$ cat config.mk
export PLATFORM = sky130hd
export DESIGN_NAME = terminal_line_editor_core
export DESIGN_NICKNAME = d
export VERILOG_FILES = /design/src/sv/tle_pkg.sv /design/src/sv/tle_datapath.sv /design/src/sv/tle_ctrl.sv /design/src/sv/terminal_line_editor_core.sv
export SDC_FILE = /design/constraint.sdc
export NUM_CORES = 1
export LEC_CHECK = 0
export ABC_AREA = 1
export BUFFER_PORTS_ARGS = -buffer_cell sky130_fd_sc_hd__buf_2
export CORE_MARGIN = 4
export CORE_UTILIZATION = 40
export CTS_CLUSTER_DIAMETER = 120
export DETAILED_ROUTE_END_ITERATION = 16
export GPL_ROUTABILITY_DRIVEN = 0
export PLACE_DENSITY = 0.56
export SLEW_MARGIN = 20
export SYNTH_ARGS = -nofsm -noshare
export SYNTH_HDL_FRONTEND = slang
export SYNTH_SLANG_ARGS = --single-unit
export TNS_END_PERCENT = 100
$ cat constraint.sdc
create_clock -name clk -period 7 [get_ports clk]
set_clock_uncertainty 0.2 [all_clocks]
set_input_delay 1.4 -clock clk [delete_from_list [all_inputs] [get_ports clk]]
set_output_delay 1.4 -clock clk [all_outputs]
set_load 0.1 [all_outputs]
$ cat src/sv/tle_pkg.sv
// Shared types and constants for the terminal line editor.
// Depends on nothing; used by tle_ctrl, tle_datapath and the top level.
`default_nettype none

package tle_pkg;

    // Result action codes
    typedef enum logic [2:0] {
        ACT_ECHO    = 3'd0,
        ACT_BELL    = 3'd1,
        ACT_ERASE   = 3'd2,
        ACT_NEWLINE = 3'd3,
        ACT_READ    = 3'd4,
        ACT_EMPTY   = 3'd5,
        ACT_REJECT  = 3'd6
    } action_t;

    // Control characters
    localparam logic [7:0] CHR_BS   = 8'h08;
    localparam logic [7:0] CHR_DEL  = 8'h7F;
    localparam logic [7:0] CHR_CR   = 8'h0D;
    localparam logic [7:0] CHR_LF   = 8'h0A;
    localparam logic [7:0] CHR_BEL  = 8'h07;
    localparam logic [7:0] CHR_ETB  = 8'h17;  // Ctrl-W
    localparam logic [7:0] CHR_NAK  = 8'h15;  // Ctrl-U
    localparam logic [7:0] CHR_TAB  = 8'h09;
    localparam logic [7:0] CHR_SP   = 8'h20;

    localparam logic KIND_EDIT = 1'b0;
    localparam logic KIND_POP  = 1'b1;

    typedef enum logic [2:0] {
        ST_IDLE,
        ST_DECODE,
        ST_POP,
        ST_WORD,
        ST_EMIT
    } state_t;

    typedef enum logic [2:0] {
        CLS_CR,
        CLS_ERASE1,
        CLS_WERASE,
        CLS_KILL,
        CLS_OTHER
    } byte_class_t;

    typedef enum logic [2:0] {
        DP_NONE,
        DP_POP,
        DP_PUSH_NL,
        DP_PUSH_BYTE,
        DP_DROP,
        DP_CLEAR,
        DP_WORD_DROP
    } dp_op_t;

    typedef enum logic [1:0] {
        RD_HEAD,
        RD_TAIL_PREV,
        RD_TAIL_PREV2
    } rd_sel_t;

    typedef struct packed {
        logic    latch_in;
        dp_op_t  op;
        rd_sel_t rd_sel;
        logic    rd_en;
        logic    res_load;
        action_t res_action;
        logic    clr_n;
        logic    out_load;
    } ctl_cmd_t;

    typedef struct packed {
        logic        kind;
        byte_class_t cls;
        logic        ready;
        logic        held_zero;
        logic        held_one;
        logic        full;
        logic        rd_white;
        logic        n_zero;
        logic        out_free;
    } dp_status_t;

    function automatic logic is_white(input logic [7:0] c);
        return (c == CHR_SP) || ((c >= CHR_TAB) && (c <= CHR_CR));
    endfunction

endpackage

`default_nettype wire

$ cat src/sv/tle_datapath.sv
// Datapath of the line editor: ring memory, indexes, counters, result and
// output registers. Uses tle_pkg; driven by tle_ctrl commands.
`default_nettype none

module tle_datapath #(
    parameter int RING_DEPTH = 127
) (
    input  wire                   clk,
    input  wire                   rst_n,
    input  wire                   in_kind,
    input  wire  [7:0]            in_byte,
    input  wire                   m_tready,
    input  tle_pkg::ctl_cmd_t     cmd,
    output tle_pkg::dp_status_t   status,
    output logic                  out_valid,
    output tle_pkg::action_t      out_action,
    output logic [7:0]            out_byte,
    output logic [6:0]            out_count,
    output logic                  out_last
);

    localparam int IW = $clog2(RING_DEPTH);
    localparam int CW = $clog2(RING_DEPTH + 1);
    localparam logic [IW-1:0] LAST_IDX = IW'(RING_DEPTH - 1);
    localparam logic [CW-1:0] FULL_CNT = CW'(RING_DEPTH - 1);

    function automatic logic [IW-1:0] ring_next(input logic [IW-1:0] i);
        return (i == LAST_IDX) ? '0 : i + 1'b1;
    endfunction

    function automatic logic [IW-1:0] ring_prev(input logic [IW-1:0] i);
        return (i == '0) ? LAST_IDX : i - 1'b1;
    endfunction

    logic [7:0] mem [RING_DEPTH];

    logic                kind_reg;
    logic [7:0]          byte_reg;
    logic [IW-1:0]       head_reg, head_next;
    logic [IW-1:0]       tail_reg, tail_next;
    logic [CW-1:0]       held_reg, held_next;
    logic [CW-1:0]       n_reg, n_next;
    logic                ready_reg, ready_next;
    logic [7:0]          rd_data_reg;
    logic [IW-1:0]       rd_addr;
    logic                wr_en;
    logic [7:0]          wr_data;

    tle_pkg::action_t    res_action_reg;
    logic [7:0]          res_byte_reg, res_byte_next;
    logic                res_last_reg;

    logic                out_valid_reg;
    tle_pkg::action_t    out_action_reg;
    logic [7:0]          out_byte_reg;
    logic [6:0]          out_count_reg;
    logic                out_last_reg;

    // input latch
    always_ff @(posedge clk)
    begin
        if (cmd.latch_in)
        begin
            kind_reg <= in_kind;
            byte_reg <= in_byte;
        end
    end

    // ring memory, registered read
    always_comb
    begin
        unique case (cmd.rd_sel)
            tle_pkg::RD_HEAD:       rd_addr = head_reg;
            tle_pkg::RD_TAIL_PREV:  rd_addr = ring_prev(tail_reg);
            tle_pkg::RD_TAIL_PREV2: rd_addr = ring_prev(ring_prev(tail_reg));
            default:                rd_addr = head_reg;
        endcase
    end

    assign wr_en   = (cmd.op == tle_pkg::DP_PUSH_NL) || (cmd.op == tle_pkg::DP_PUSH_BYTE);
    assign wr_data = (cmd.op == tle_pkg::DP_PUSH_NL) ? tle_pkg::CHR_LF : byte_reg;

    always_ff @(posedge clk)
    begin
        if (wr_en)
        begin
            mem[tail_reg] <= wr_data;
        end
        if (cmd.rd_en)
        begin
            rd_data_reg <= mem[rd_addr];
        end
    end

    // index and count update
    always_comb
    begin
        head_next  = head_reg;
        tail_next  = tail_reg;
        held_next  = held_reg;
        ready_next = ready_reg;
        n_next     = cmd.clr_n ? '0 : n_reg;
        unique case (cmd.op)
            tle_pkg::DP_NONE:
            begin
            end
            tle_pkg::DP_POP:
            begin
                head_next = ring_next(head_reg);
                held_next = held_reg - 1'b1;
                if (status.held_one)
                begin
                    ready_next = 1'b0;
                end
            end
            tle_pkg::DP_PUSH_NL:
            begin
                tail_next  = ring_next(tail_reg);
                held_next  = held_reg + 1'b1;
                ready_next = 1'b1;
            end
            tle_pkg::DP_PUSH_BYTE:
            begin
                tail_next = ring_next(tail_reg);
                held_next = held_reg + 1'b1;
            end
            tle_pkg::DP_DROP:
            begin
                tail_next = ring_prev(tail_reg);
                held_next = held_reg - 1'b1;
                n_next    = CW'(1);
            end
            tle_pkg::DP_CLEAR:
            begin
                // tail = head + held around the ring, so a full kill lands on head
                tail_next = head_reg;
                held_next = '0;
                n_next    = held_reg;
            end
            tle_pkg::DP_WORD_DROP:
            begin
                tail_next = ring_prev(tail_reg);
                held_next = held_reg - 1'b1;
                n_next    = n_reg + 1'b1;
            end
            default:
            begin
            end
        endcase
    end

    always_ff @(posedge clk or negedge rst_n)
    begin
        if (!rst_n)
        begin
            head_reg  <= '0;
            tail_reg  <= '0;
            held_reg  <= '0;
            ready_reg <= 1'b0;
            n_reg     <= '0;
        end
        else
        begin
            head_reg  <= head_next;
            tail_reg  <= tail_next;
            held_reg  <= held_next;
            ready_reg <= ready_next;
            n_reg     <= n_next;
        end
    end

    // pending result
    always_comb
    begin
        unique case (cmd.res_action)
            tle_pkg::ACT_ECHO,
            tle_pkg::ACT_REJECT: res_byte_next = byte_reg;
            tle_pkg::ACT_BELL:   res_byte_next = tle_pkg::CHR_BEL;
            tle_pkg::ACT_READ:   res_byte_next = rd_data_reg;
            default:             res_byte_next = 8'h00;
        endcase
    end

    always_ff @(posedge clk)
    begin
        if (cmd.res_load)
        begin
            res_action_reg <= cmd.res_action;
            res_byte_reg   <= res_byte_next;
            res_last_reg   <= (cmd.res_action == tle_pkg::ACT_READ) && status.held_one;
        end
    end

    // output register
    always_ff @(posedge clk or negedge rst_n)
    begin
        if (!rst_n)
        begin
            out_valid_reg <= 1'b0;
        end
        else if (cmd.out_load)
        begin
            out_valid_reg <= 1'b1;
        end
        else if (m_tready)
        begin
            out_valid_reg <= 1'b0;
        end
    end

    always_ff @(posedge clk)
    begin
        if (cmd.out_load)
        begin
            out_action_reg <= res_action_reg;
            out_byte_reg   <= res_byte_reg;
            out_count_reg  <= (res_action_reg == tle_pkg::ACT_ERASE) ? 7'(n_reg) : 7'd0;
            out_last_reg   <= res_last_reg;
        end
    end

    always_comb
    begin
        status.kind = kind_reg;
        unique case (byte_reg)
            tle_pkg::CHR_CR:  status.cls = tle_pkg::CLS_CR;
            tle_pkg::CHR_BS,
            tle_pkg::CHR_DEL: status.cls = tle_pkg::CLS_ERASE1;
            tle_pkg::CHR_ETB: status.cls = tle_pkg::CLS_WERASE;
            tle_pkg::CHR_NAK: status.cls = tle_pkg::CLS_KILL;
            default:          status.cls = tle_pkg::CLS_OTHER;
        endcase
        status.ready     = ready_reg;
        status.held_zero = (held_reg == '0);
        status.held_one  = (held_reg == CW'(1));
        status.full      = (held_reg >= FULL_CNT);
        status.rd_white  = tle_pkg::is_white(rd_data_reg);
        status.n_zero    = (n_reg == '0);
        status.out_free  = !out_valid_reg || m_tready;
    end

    assign out_valid  = out_valid_reg;
    assign out_action = out_action_reg;
    assign out_byte   = out_byte_reg;
    assign out_count  = out_count_reg;
    assign out_last   = out_last_reg;

    a_ready_has_data: assert property (@(posedge clk) disable iff (!rst_n)
        ready_reg |-> (held_reg != '0))
        else $error("line ready with empty ring");

    a_held_bound: assert property (@(posedge clk) disable iff (!rst_n)
        held_reg <= CW'(RING_DEPTH))
        else $error("held count beyond ring depth");

    a_load_when_free: assert property (@(posedge clk) disable iff (!rst_n)
        cmd.out_load |-> (!out_valid_reg || m_tready))
        else $error("output overwritten before transfer");

    a_ready_from_cr: assert property (@(posedge clk) disable iff (!rst_n)
        $rose(ready_reg) |-> ($past(cmd.op) == tle_pkg::DP_PUSH_NL))
        else $error("line ready without newline push");

endmodule

`default_nettype wire

$ cat src/sv/tle_ctrl.sv
// Controller state machine of the line editor: decodes each item and
// sequences the datapath. Uses tle_pkg types and constants.
`default_nettype none

module tle_ctrl (
    input  wire                  clk,
    input  wire                  rst_n,
    input  wire                  s_tvalid,
    output logic                 s_tready,
    input  tle_pkg::dp_status_t  status,
    output tle_pkg::ctl_cmd_t    cmd
);

    tle_pkg::state_t state_reg, state_next;

    always_ff @(posedge clk or negedge rst_n)
    begin
        if (!rst_n)
        begin
            state_reg <= tle_pkg::ST_IDLE;
        end
        else
        begin
            state_reg <= state_next;
        end
    end

    // next state
    always_comb
    begin
        state_next = state_reg;
        unique case (state_reg)
            tle_pkg::ST_IDLE:
            begin
                if (s_tvalid)
                begin
                    state_next = tle_pkg::ST_DECODE;
                end
            end
            tle_pkg::ST_DECODE:
            begin
                if (status.kind == tle_pkg::KIND_POP)
                begin
                    state_next = (!status.ready || status.held_zero) ?
                                 tle_pkg::ST_EMIT : tle_pkg::ST_POP;
                end
                else if (status.ready)
                begin
                    state_next = tle_pkg::ST_EMIT;
                end
                else
                begin
                    unique case (status.cls)
                        tle_pkg::CLS_WERASE:
                            state_next = status.held_zero ? tle_pkg::ST_IDLE
                                                          : tle_pkg::ST_WORD;
                        tle_pkg::CLS_KILL:
                            state_next = status.held_zero ? tle_pkg::ST_IDLE
                                                          : tle_pkg::ST_EMIT;
                        default:
                            state_next = tle_pkg::ST_EMIT;
                    endcase
                end
            end
            tle_pkg::ST_POP:
            begin
                state_next = tle_pkg::ST_EMIT;
            end
            tle_pkg::ST_WORD:
            begin
                priority if (!status.held_zero && !status.rd_white)
                begin
                    state_next = tle_pkg::ST_WORD;
                end
                else if (status.n_zero)
                begin
                    state_next = tle_pkg::ST_IDLE;
                end
                else
                begin
                    state_next = tle_pkg::ST_EMIT;
                end
            end
            tle_pkg::ST_EMIT:
            begin
                if (status.out_free)
                begin
                    state_next = tle_pkg::ST_IDLE;
                end
            end
            default:
            begin
                state_next = tle_pkg::ST_IDLE;
            end
        endcase
    end

    // commands
    always_comb
    begin
        cmd            = '0;
        cmd.op         = tle_pkg::DP_NONE;
        cmd.rd_sel     = tle_pkg::RD_HEAD;
        cmd.res_action = tle_pkg::ACT_EMPTY;
        s_tready       = 1'b0;
        unique case (state_reg)
            tle_pkg::ST_IDLE:
            begin
                s_tready     = 1'b1;
                cmd.latch_in = s_tvalid;
            end
            tle_pkg::ST_DECODE:
            begin
                if (status.kind == tle_pkg::KIND_POP)
                begin
                    if (!status.ready || status.held_zero)
                    begin
                        cmd.res_load   = 1'b1;
                        cmd.res_action = tle_pkg::ACT_EMPTY;
                    end
                    else
                    begin
                        cmd.rd_en  = 1'b1;
                        cmd.rd_sel = tle_pkg::RD_HEAD;
                    end
                end
                else if (status.ready)
                begin
                    cmd.res_load   = 1'b1;
                    cmd.res_action = tle_pkg::ACT_REJECT;
                end
                else
                begin
                    unique case (status.cls)
                        tle_pkg::CLS_CR:
                        begin
                            cmd.op         = tle_pkg::DP_PUSH_NL;
                            cmd.res_load   = 1'b1;
                            cmd.res_action = tle_pkg::ACT_NEWLINE;
                        end
                        tle_pkg::CLS_ERASE1:
                        begin
                            cmd.res_load = 1'b1;
                            if (status.held_zero)
                            begin
                                cmd.res_action = tle_pkg::ACT_BELL;
                            end
                            else
                            begin
                                cmd.op         = tle_pkg::DP_DROP;
                                cmd.res_action = tle_pkg::ACT_ERASE;
                            end
                        end
                        tle_pkg::CLS_WERASE:
                        begin
                            cmd.clr_n  = 1'b1;
                            cmd.rd_en  = 1'b1;
                            cmd.rd_sel = tle_pkg::RD_TAIL_PREV;
                        end
                        tle_pkg::CLS_KILL:
                        begin
                            if (!status.held_zero)
                            begin
                                cmd.op         = tle_pkg::DP_CLEAR;
                                cmd.res_load   = 1'b1;
                                cmd.res_action = tle_pkg::ACT_ERASE;
                            end
                        end
                        default:
                        begin
                            cmd.res_load = 1'b1;
                            if (status.full)
                            begin
                                cmd.res_action = tle_pkg::ACT_BELL;
                            end
                            else
                            begin
                                cmd.op         = tle_pkg::DP_PUSH_BYTE;
                                cmd.res_action = tle_pkg::ACT_ECHO;
                            end
                        end
                    endcase
                end
            end
            tle_pkg::ST_POP:
            begin
                cmd.op         = tle_pkg::DP_POP;
                cmd.res_load   = 1'b1;
                cmd.res_action = tle_pkg::ACT_READ;
            end
            tle_pkg::ST_WORD:
            begin
                if (!status.held_zero && !status.rd_white)
                begin
                    // drop and fetch the next char back in the same cycle
                    cmd.op     = tle_pkg::DP_WORD_DROP;
                    cmd.rd_en  = 1'b1;
                    cmd.rd_sel = tle_pkg::RD_TAIL_PREV2;
                end
                else if (!status.n_zero)
                begin
                    cmd.res_load   = 1'b1;
                    cmd.res_action = tle_pkg::ACT_ERASE;
                end
            end
            tle_pkg::ST_EMIT:
            begin
                cmd.out_load = status.out_free;
            end
            default:
            begin
            end
        endcase
    end

    a_emit_waits: assert property (@(posedge clk) disable iff (!rst_n)
        (state_reg == tle_pkg::ST_EMIT && !status.out_free) |=>
        (state_reg == tle_pkg::ST_EMIT))
        else $error("result dropped while output busy");

    a_pop_follows_decode: assert property (@(posedge clk) disable iff (!rst_n)
        (state_reg == tle_pkg::ST_POP) |-> ($past(state_reg) == tle_pkg::ST_DECODE))
        else $error("pop entered out of sequence");

    a_accept_only_idle: assert property (@(posedge clk) disable iff (!rst_n)
        cmd.latch_in |=> (state_reg == tle_pkg::ST_DECODE))
        else $error("accepted item not decoded");

endmodule

`default_nettype wire

$ cat src/sv/terminal_line_editor_core.sv
// Each item goes through decode, then emit; a line read adds a pop step, and a word erase
// stays in its word state while it drops chars. A Ctrl-W or Ctrl-U that erases nothing
// returns to idle with no result. One item is in flight at a time, and the one ring read
// port serves decode, pop and word erase.
// A result held off by m_tready keeps the next item in emit until the output register frees.
// Reset: rst_n async low clears indexes, counts, line-ready and output valid; ring not cleared.
// Top level of the terminal line editor; uses tle_pkg, tle_ctrl, tle_datapath.
`default_nettype none

module terminal_line_editor_core #(
    parameter int RING_DEPTH = 127   // ring entries, at most 128 (7-bit erase count)
) (
    input  wire         clk,
    input  wire         rst_n,
    // input stream
    input  wire         s_tvalid,
    output logic        s_tready,
    input  wire  [7:0]  s_tdata,    // [7:0] rx_byte
    input  wire         s_tuser,    // [0] kind
    // result stream
    output logic        m_tvalid,
    input  wire         m_tready,
    output logic [15:0] m_tdata,    // [7:0] out_byte, [14:8] erase_count, [15] zero
    output logic [2:0]  m_tuser,    // [2:0] action
    output logic        m_tlast     // line_last
);

    tle_pkg::ctl_cmd_t   cmd;
    tle_pkg::dp_status_t status;
    tle_pkg::action_t    out_action;
    logic [7:0]          out_byte;
    logic [6:0]          out_count;

    // controller: one item in flight; accepts while a result waits in the output reg
    tle_ctrl u_ctrl (
        .clk      (clk),
        .rst_n    (rst_n),
        .s_tvalid (s_tvalid),
        .s_tready (s_tready),
        .status   (status),
        .cmd      (cmd)
    );

    // datapath: ring, head/tail/count, word-erase counter, output register
    tle_datapath #(
        .RING_DEPTH (RING_DEPTH)
    ) u_dp (
        .clk        (clk),
        .rst_n      (rst_n),
        .in_kind    (s_tuser),
        .in_byte    (s_tdata),
        .m_tready   (m_tready),
        .cmd        (cmd),
        .status     (status),
        .out_valid  (m_tvalid),
        .out_action (out_action),
        .out_byte   (out_byte),
        .out_count  (out_count),
        .out_last   (m_tlast)
    );

    assign m_tdata = {1'b0, out_count, out_byte};
    assign m_tuser = out_action;

endmodule

`default_nettype wire

==> impl_metrics.json, run 1 <==
{
  "worst_hold_path_type": "flip-flop to flip-flop",
  "port_buffers": 33,
  "drt-initial-drc-count": 3332,
  "ys_top_cells_by_area": "edfxtp_1, nand3_1, nand2_1",
  "cts_buffer_depth": 3,
  "dr.max_layer_used": "met4",
  "ys_seq_elements": 1097,
  "synth_top_family_by_area": "simple AND/OR/NAND/NOR gates",
  "cts_buffers": 115,
  "vias": 33101,
  "nets": 4441,
  "stdcell_area_um2": 53800,
  "path_delay_family": "simple AND/OR/NAND/NOR gates",
  "rsz0062_at_grt": "no",
  "synth_top_area_cell": "edfxtp_1",
  "core_um2": 120000,
  "cts-resized-gates": 0,
  "setup_viol": 0,
  "ir_worst_vdd_mv": 0.680,
  "synth_top_area_share_pct": 65.7,
  "crit_chain": "nor3_1 -> o21ai_0 -> nand3_1 -> nand2_1 -> nor2_2 -> inv_1 -> ha_1 -> inv_1 -> o21ai_0 -> inv_1 -> nand2_8 -> nand2_8 -> buf_12 -> nand2_1 -> nand2_1 -> nand2_1 -> nand3_1 -> nand3_1 -> nand3_1 -> nand3_1 -> nand2_1 -> nand2_1 -> nand2_1",
  "ys.warnings.count": 0,
  "regMostFlops": "u_dp.mem",
  "post-place-ws_ns": 1.37,
  "finalHoldViolations": 0,
  "grt_pass1_vias": 31321,
  "initial_utilization_pct": 40.4,
  "worst_path_most_repeated_cell": "nand2_1",
  "arrival_ns": 6.00,
  "worst_slack_ns": 1.25,
  "routed_via_density": 5.41,
  "slowest_stage": "ha_1",
  "grt_max_degree": 167,
  "synth_cells": 4479,
  "grt_pass1_wl_um": 205000,
  "synth_edf_count": 1064,
  "critPathKind": "flip-flop to flip-flop",
  "max_freq_mhz": 174,
  "totalPowerFinal_uw": 22500,
  "core.rowCount": 127,
  "synthMuxAreaShare_pct": 0.0206,
  "pin_count": 35,
  "track_usage_pct": 21.1,
  "die_x_um": 357,
  "yosys.area_share.adder_pct": 0.412,
  "synthesis.area_per_instance_um2": 10.9,
  "crit_required_ns": 7.25,
  "p_leak_uw": 0.0202,
  "met3_length_um": 9550,
  "synth_compound_area_share_pct": 1.87,
  "area_growth_pct": 10.6,
  "n_antenna_cell": 0,
  "start_kind": "flip-flop",
  "crit_fanout": 77,
  "cts_hold_buf": 0,
  "fillCellCount": 11143,
  "totalNegativeSetupSlack_ns": 0,
  "max_stage_delay_ns": 0.69,
  "drive_gt1_share_pct": 6.62,
  "synth_xor_area_share_pct": 0.288,
  "wl_per_cell_um": 22.4,
  "largest_reg_flops": 1016,
  "antenna_found_initial": 0,
  "root_buffer": "clkbuf_16",
  "clkLatencyLatePin_ns": 0.70,
  "cap_violations": 0,
  "async_reset_ff_share_pct": 3.01,
  "ant_nets": 0,
  "die_h_um": 357,
  "synth_cell_types": 46,
  "cts_sinks": 1097,
  "dieArea_um2": 127000,
  "drt-pass1-iter-count": 5,
  "crit_path_end_kind": "flip-flop",
  "wl_met1_um": 59800,
  "powerDensity_nw_per_um2": 418,
  "cts_tree": "done",
  "tightest_slew_ns": 1.11,
  "grt_overflow_total": 0,
  "status": "finished clean",
  "ys_seq_area_share_pct": 67.4,
  "cts_setup_buffers": 0,
  "syn_area_um2": 48600,
  "cp_num_buf_inv": 4,
  "synth-simple-area-share_pct": 24.2,
  "period_share_pct": 82.2,
  "path_clk_slew_ns": 0.06,
  "synth_ff_type": "edfxtp_1",
  "synth_nets": 4508,
  "slew_violations": 0,
  "cts_max_level": 3,
  "drc": 0,
  "max_slew_margin_pct": 25.8,
  "postPlaceCellArea_um2": 50200,
  "dp_hpwl_um": 75900,
  "wl_met2_um": 63700,
  "min_period_ns": 5.75,
  "routed_wl_um": 137000
}
[placed cells by master (no fill, tap or decap), types with 21 or more instances in the layout]
cell type | Yosys | layout
dfrtp_1 | 33 | 33
nor2_1 | 183 | 183
buf_12 | 0 | 21
nand3_1 | 983 | 981
nand2_1 | 1174 | 1172
clkbuf_16 | 0 | 117
o21ai_0 | 30 | 30
a21oi_1 | 21 | 21
inv_1 | 334 | 332
nand3b_1 | 188 | 188
buf_2 | 120 | 33
buf_4 | 59 | 52
edfxtp_1 | 1064 | 1064
o211ai_1 | 50 | 50
clkinv_1 | 1 | 32
[metal layers]
layer	track usage, %	up-vias
met5	0	-
met4	6.65	0
met3	3.22	237
met2	33.7	1187
met1	29.9	16296
li1	-	15381
[worst reg2reg max path, cell delays in order (launching register included)]
cell	delay [ns]
edfxtp_1	0.52
nor3_1	0.28
o21ai_0	0.11
nand3_1	0.14
nand2_1	0.10
nor2_2	0.36
inv_1	0.19
ha_1	0.69
inv_1	0.12
o21ai_0	0.11
inv_1	0.12
nand2_8	0.46
nand2_8	0.35
buf_12	0.33
nand2_1	0.17
nand2_1	0.05
nand2_1	0.05
nand3_1	0.10
nand3_1	0.14
nand3_1	0.22
nand3_1	0.27
nand2_1	0.20
nand2_1	0.16
nand2_1	0.08
[cell type report]
type / count / area [µm²] / share of cell area [%]
sequential: 1097 / 32800 / 61.0
multi-input combinational: 2752 / 13100 / 24.4
clock buffer: 137 / 3000 / 5.59
tap: 1612 / 2020 / 3.75
inverter: 340 / 1290 / 2.40
timing repair buffer: 106 / 976 / 1.82
clock inverter: 69 / 563 / 1.05
[path summary, 6_finish.rpt]
check | startpoint | end | slack, ns | cells after the start
worst max-delay path | u_dp.rd_data_reg[1] | u_dp.rd_data_reg[6] | 1.25 | 23
worst min-delay path | u_dp.res_byte_reg[1] | u_dp.out_byte[1] | 0.22 | 0
worst max register to register | u_dp.rd_data_reg[1] | u_dp.rd_data_reg[6] | 1.25 | 23
worst min register to register | u_dp.res_byte_reg[1] | u_dp.out_byte[1] | 0.22 | 0
max in group asynchronous | rst_n | u_dp.ready_reg | 5.47 | 1
min in group asynchronous | rst_n | u_dp.held_reg[4] | 0.60 | 1
[Yosys cell counts, drive strengths merged, types with 16 or more instances]
library cell  number
ha                16
nor3              16
a21oi             23
nand2           1178
nand3b           188
dfrtp             33
clkbuf            84
edfxtp          1064
o21ai             32
o211ai            50
nor2             189
buf              206
inv              339
nand3            987
[report_power, final]
group / switching [µW] / internal (µW) / leakage (µW) / total [µW]
logic: 6350 / 2270 / 0.00845 / 8610
registers: 143 / 7790 / 0.00999 / 7930
clock network: 2550 / 3360 / 0.00173 / 5910
[cells by family (layout without fill, tap and decap cells)]
kind of cell	Yosys count	after routing
simple gates	2582	2582
xor+xnor	16	16
fa+ha+maj	16	16
buf+inv	630	652
other cells	1	1
flops	1097	1097
mux	1	1
compound gates	136	136
[through the flow]
stage               instances  util [%]  hold WS [ns]
floorplan                4479         -         0.200
global placement         5907      41.7         0.201
CTS                      6113      44.7         0.220
finish                   6113      44.7         0.217
global route             6113      44.7         0.232
detailed placement       5907      41.7         0.205
(Power assumes the default switching activity.)
==> run 2, diff against run 1 <==
Clock period 7 ns to 5.4 ns, I/O delays scaled along.
==> run 2 against run 1 <==
  * Power rose by 31%
  * Final area rose by 0.92%
  * Largest power group unchanged
  * Global-route usage rose by 0.13 points
  * Worst setup slack got worse by 0.87 ns
  * Worst hold slack improved by 0.0015 ns
  * First-iteration DRC count rose by 14%
==> impl_metrics.json, run 2 (synthesis gave the netlist of run 1 again) <==
{
  "status": "finished clean",
  "drive_gt1_share_pct": 7.47,
  "die_h_um": 357,
  "tightest_slew_ns": 1.12,
  "max_slew_margin_pct": 25.0,
  "finalHoldViolations": 0,
  "routed_via_density": 5.41,
  "die_x_um": 357,
  "final_cell_mix": "nand2_1, edfxtp_1, nand3_1",
  "slew_violations": 0,
  "crit_chain": "nor3_1 -> inv_1 -> nor3_1 -> buf_4 -> inv_1 -> nor4_1 -> ha_1 -> inv_1 -> o21ai_0 -> inv_1 -> nand2_8 -> buf_4 -> nand3b_1 -> nand3_1 -> nand3_1 -> nand3_1 -> nand3_1 -> nand3_1 -> nand2_1 -> nand2_1 -> nand2_1",
  "cts_sinks": 1097,
  "grt_pass1_wl_um": 206000,
  "area_growth_pct": 11.6,
  "critPathKind": "flip-flop to flip-flop",
  "ir_worst_vdd_mv": 0.403,
  "grt_max_degree": 128,
  "period_share_pct": 93.1,
  "antenna_found_initial": 0,
  "track_usage_pct": 21.3,
  "port_buffers": 33,
  "drt-pass1-iter-count": 6,
  "cts_max_level": 3,
  "clkLatencyLatePin_ns": 0.71,
  "cap_violations": 0,
  "root_buffer": "clkbuf_16",
  "arrival_ns": 5.29,
  "start_kind": "flip-flop",
  "grt_overflow_total": 0,
  "dp_hpwl_um": 78600,
  "p_leak_uw": 0.0204,
  "path_clk_slew_ns": 0.06,
  "cts-resized-gates": 0,
  "worst_hold_path_type": "flip-flop to flip-flop",
  "stdcell_area_um2": 54200,
  "setup_viol": 0,
  "grt_pass1_vias": 31573,
  "fillCellCount": 11103,
  "vias": 33305,
  "worst_path_most_repeated_cell": "nand3_1",
  "crit_required_ns": 5.66,
  "cp_num_buf_inv": 6,
  "min_period_ns": 5.03,
  "max_stage_delay_ns": 0.69,
  "final_common_cell": "nand2_1",
  "cts_buffers": 116,
  "nets": 4477,
  "pin_count": 35,
  "wl_per_cell_um": 22.4,
  "max_freq_mhz": 199,
  "drc": 0,
  "n_antenna_cell": 0,
  "drt-initial-drc-count": 3782,
  "cts_tree": "done",
  "core_um2": 120000,
  "powerDensity_nw_per_um2": 541,
  "path_delay_family": "simple AND/OR/NAND/NOR gates",
  "core.rowCount": 127,
  "postPlaceCellArea_um2": 50600,
  "routed_wl_um": 138000,
  "cts_buffer_depth": 3,
  "totalNegativeSetupSlack_ns": 0,
  "slowest_stage": "buf_4",
  "initial_utilization_pct": 40.4,
  "crit_path_end_kind": "flip-flop",
  "largest_reg_flops": 1016,
  "cts_setup_buffers": 0,
  "dieArea_um2": 127000,
  "cts_hold_buf": 0,
  "rsz0062_at_grt": "no",
  "regMostFlops": "u_dp.mem",
  "crit_fanout": 79,
  "ant_nets": 0
}
==> run 2: cell types whose count changed in the layout (fill, tap and decap cells not counted), moves of 2 or more <==
cell,delta
inv_16,+2
clkinvlp_4,-5
buf_4,+25
buf_12,+10
clkinv_1,-7
inv_6,+3
clkbuf_1,+7
==> run 2: worst reg2reg max path, delay by kind of cell (launching register included) <==
family | cells | cell delay [ns]
adder cells (fa/ha/maj) | 1 | 0.35
AO/OA/AOI/OAI | 1 | 0.21
flip-flops | 1 | 0.39
AND/OR/NAND/NOR | 13 | 2.41
buffers and inverters | 6 | 1.24
==> run 2: final timing paths <==
path                                     startpoint                   to  slack (ns)  cells past startpoint
worst max-delay path            u_ctrl.state_reg[1]  u_dp.rd_data_reg[3]        0.37                     21
worst min-delay path              u_dp.res_last_reg        u_dp.out_last        0.22                      0
worst max register to register  u_ctrl.state_reg[1]  u_dp.rd_data_reg[3]        0.37                     21
worst min register to register    u_dp.res_last_reg        u_dp.out_last        0.22                      0
max in group asynchronous                     rst_n     u_dp.held_reg[6]        4.21                      1
min in group asynchronous                     rst_n     u_dp.held_reg[1]        0.27                      1
==> run 2: through the flow <==
| step | cells | utilization [%] | total power (µW) | worst slack [ns] | hold WS (ns) |
|---|---|---|---|---|---|
| 5_1_grt | 6153 | 45.1 | 30900 | 0.0555 | 0.239 |
| 4_1_cts | 6153 | 45.1 | 29500 | 0.489 | 0.220 |
| 6_report | 6153 | 45.1 | 29400 | 0.373 | 0.219 |
| 3_3_place_gp | 5942 | 42.0 | 21700 | 0.520 | 0.206 |
| 2_1_floorplan | 4479 | - | 18000 | 1.47 | 0.200 |
| 3_5_place_dp | 5942 | 42.0 | 21700 | 0.509 | 0.205 |
==> run 2: report_power, final <==
part / internal, µW / leakage, µW / total (µW) / switching (µW)
registers: 10100 / 0.00999 / 10300 / 209
clock network: 4420 / 0.00179 / 7770 / 3340
logic: 3090 / 0.00866 / 11300 / 8200
total: 17600 / 0.0204 / 29400 / 11800
==> run 2: area by class of cell <==
type | count | area [µm²] | area share [%]
clock inverter | 66 | 628 | 1.16
inverter | 340 | 1290 | 2.38
multi-input combinational | 2752 | 13100 | 24.2
sequential | 1097 | 32800 | 60.4
tap | 1612 | 2020 | 3.72
clock buffer | 145 | 3040 | 5.61
timing repair buffer | 141 | 1360 | 2.51
==> run 2: metal layers <==
layer	wire length, µm	track usage [%]
met5	0	0
met2	64000	33.9
met1	59700	30.5
met3	10100	2.96
met4	3800	6.31
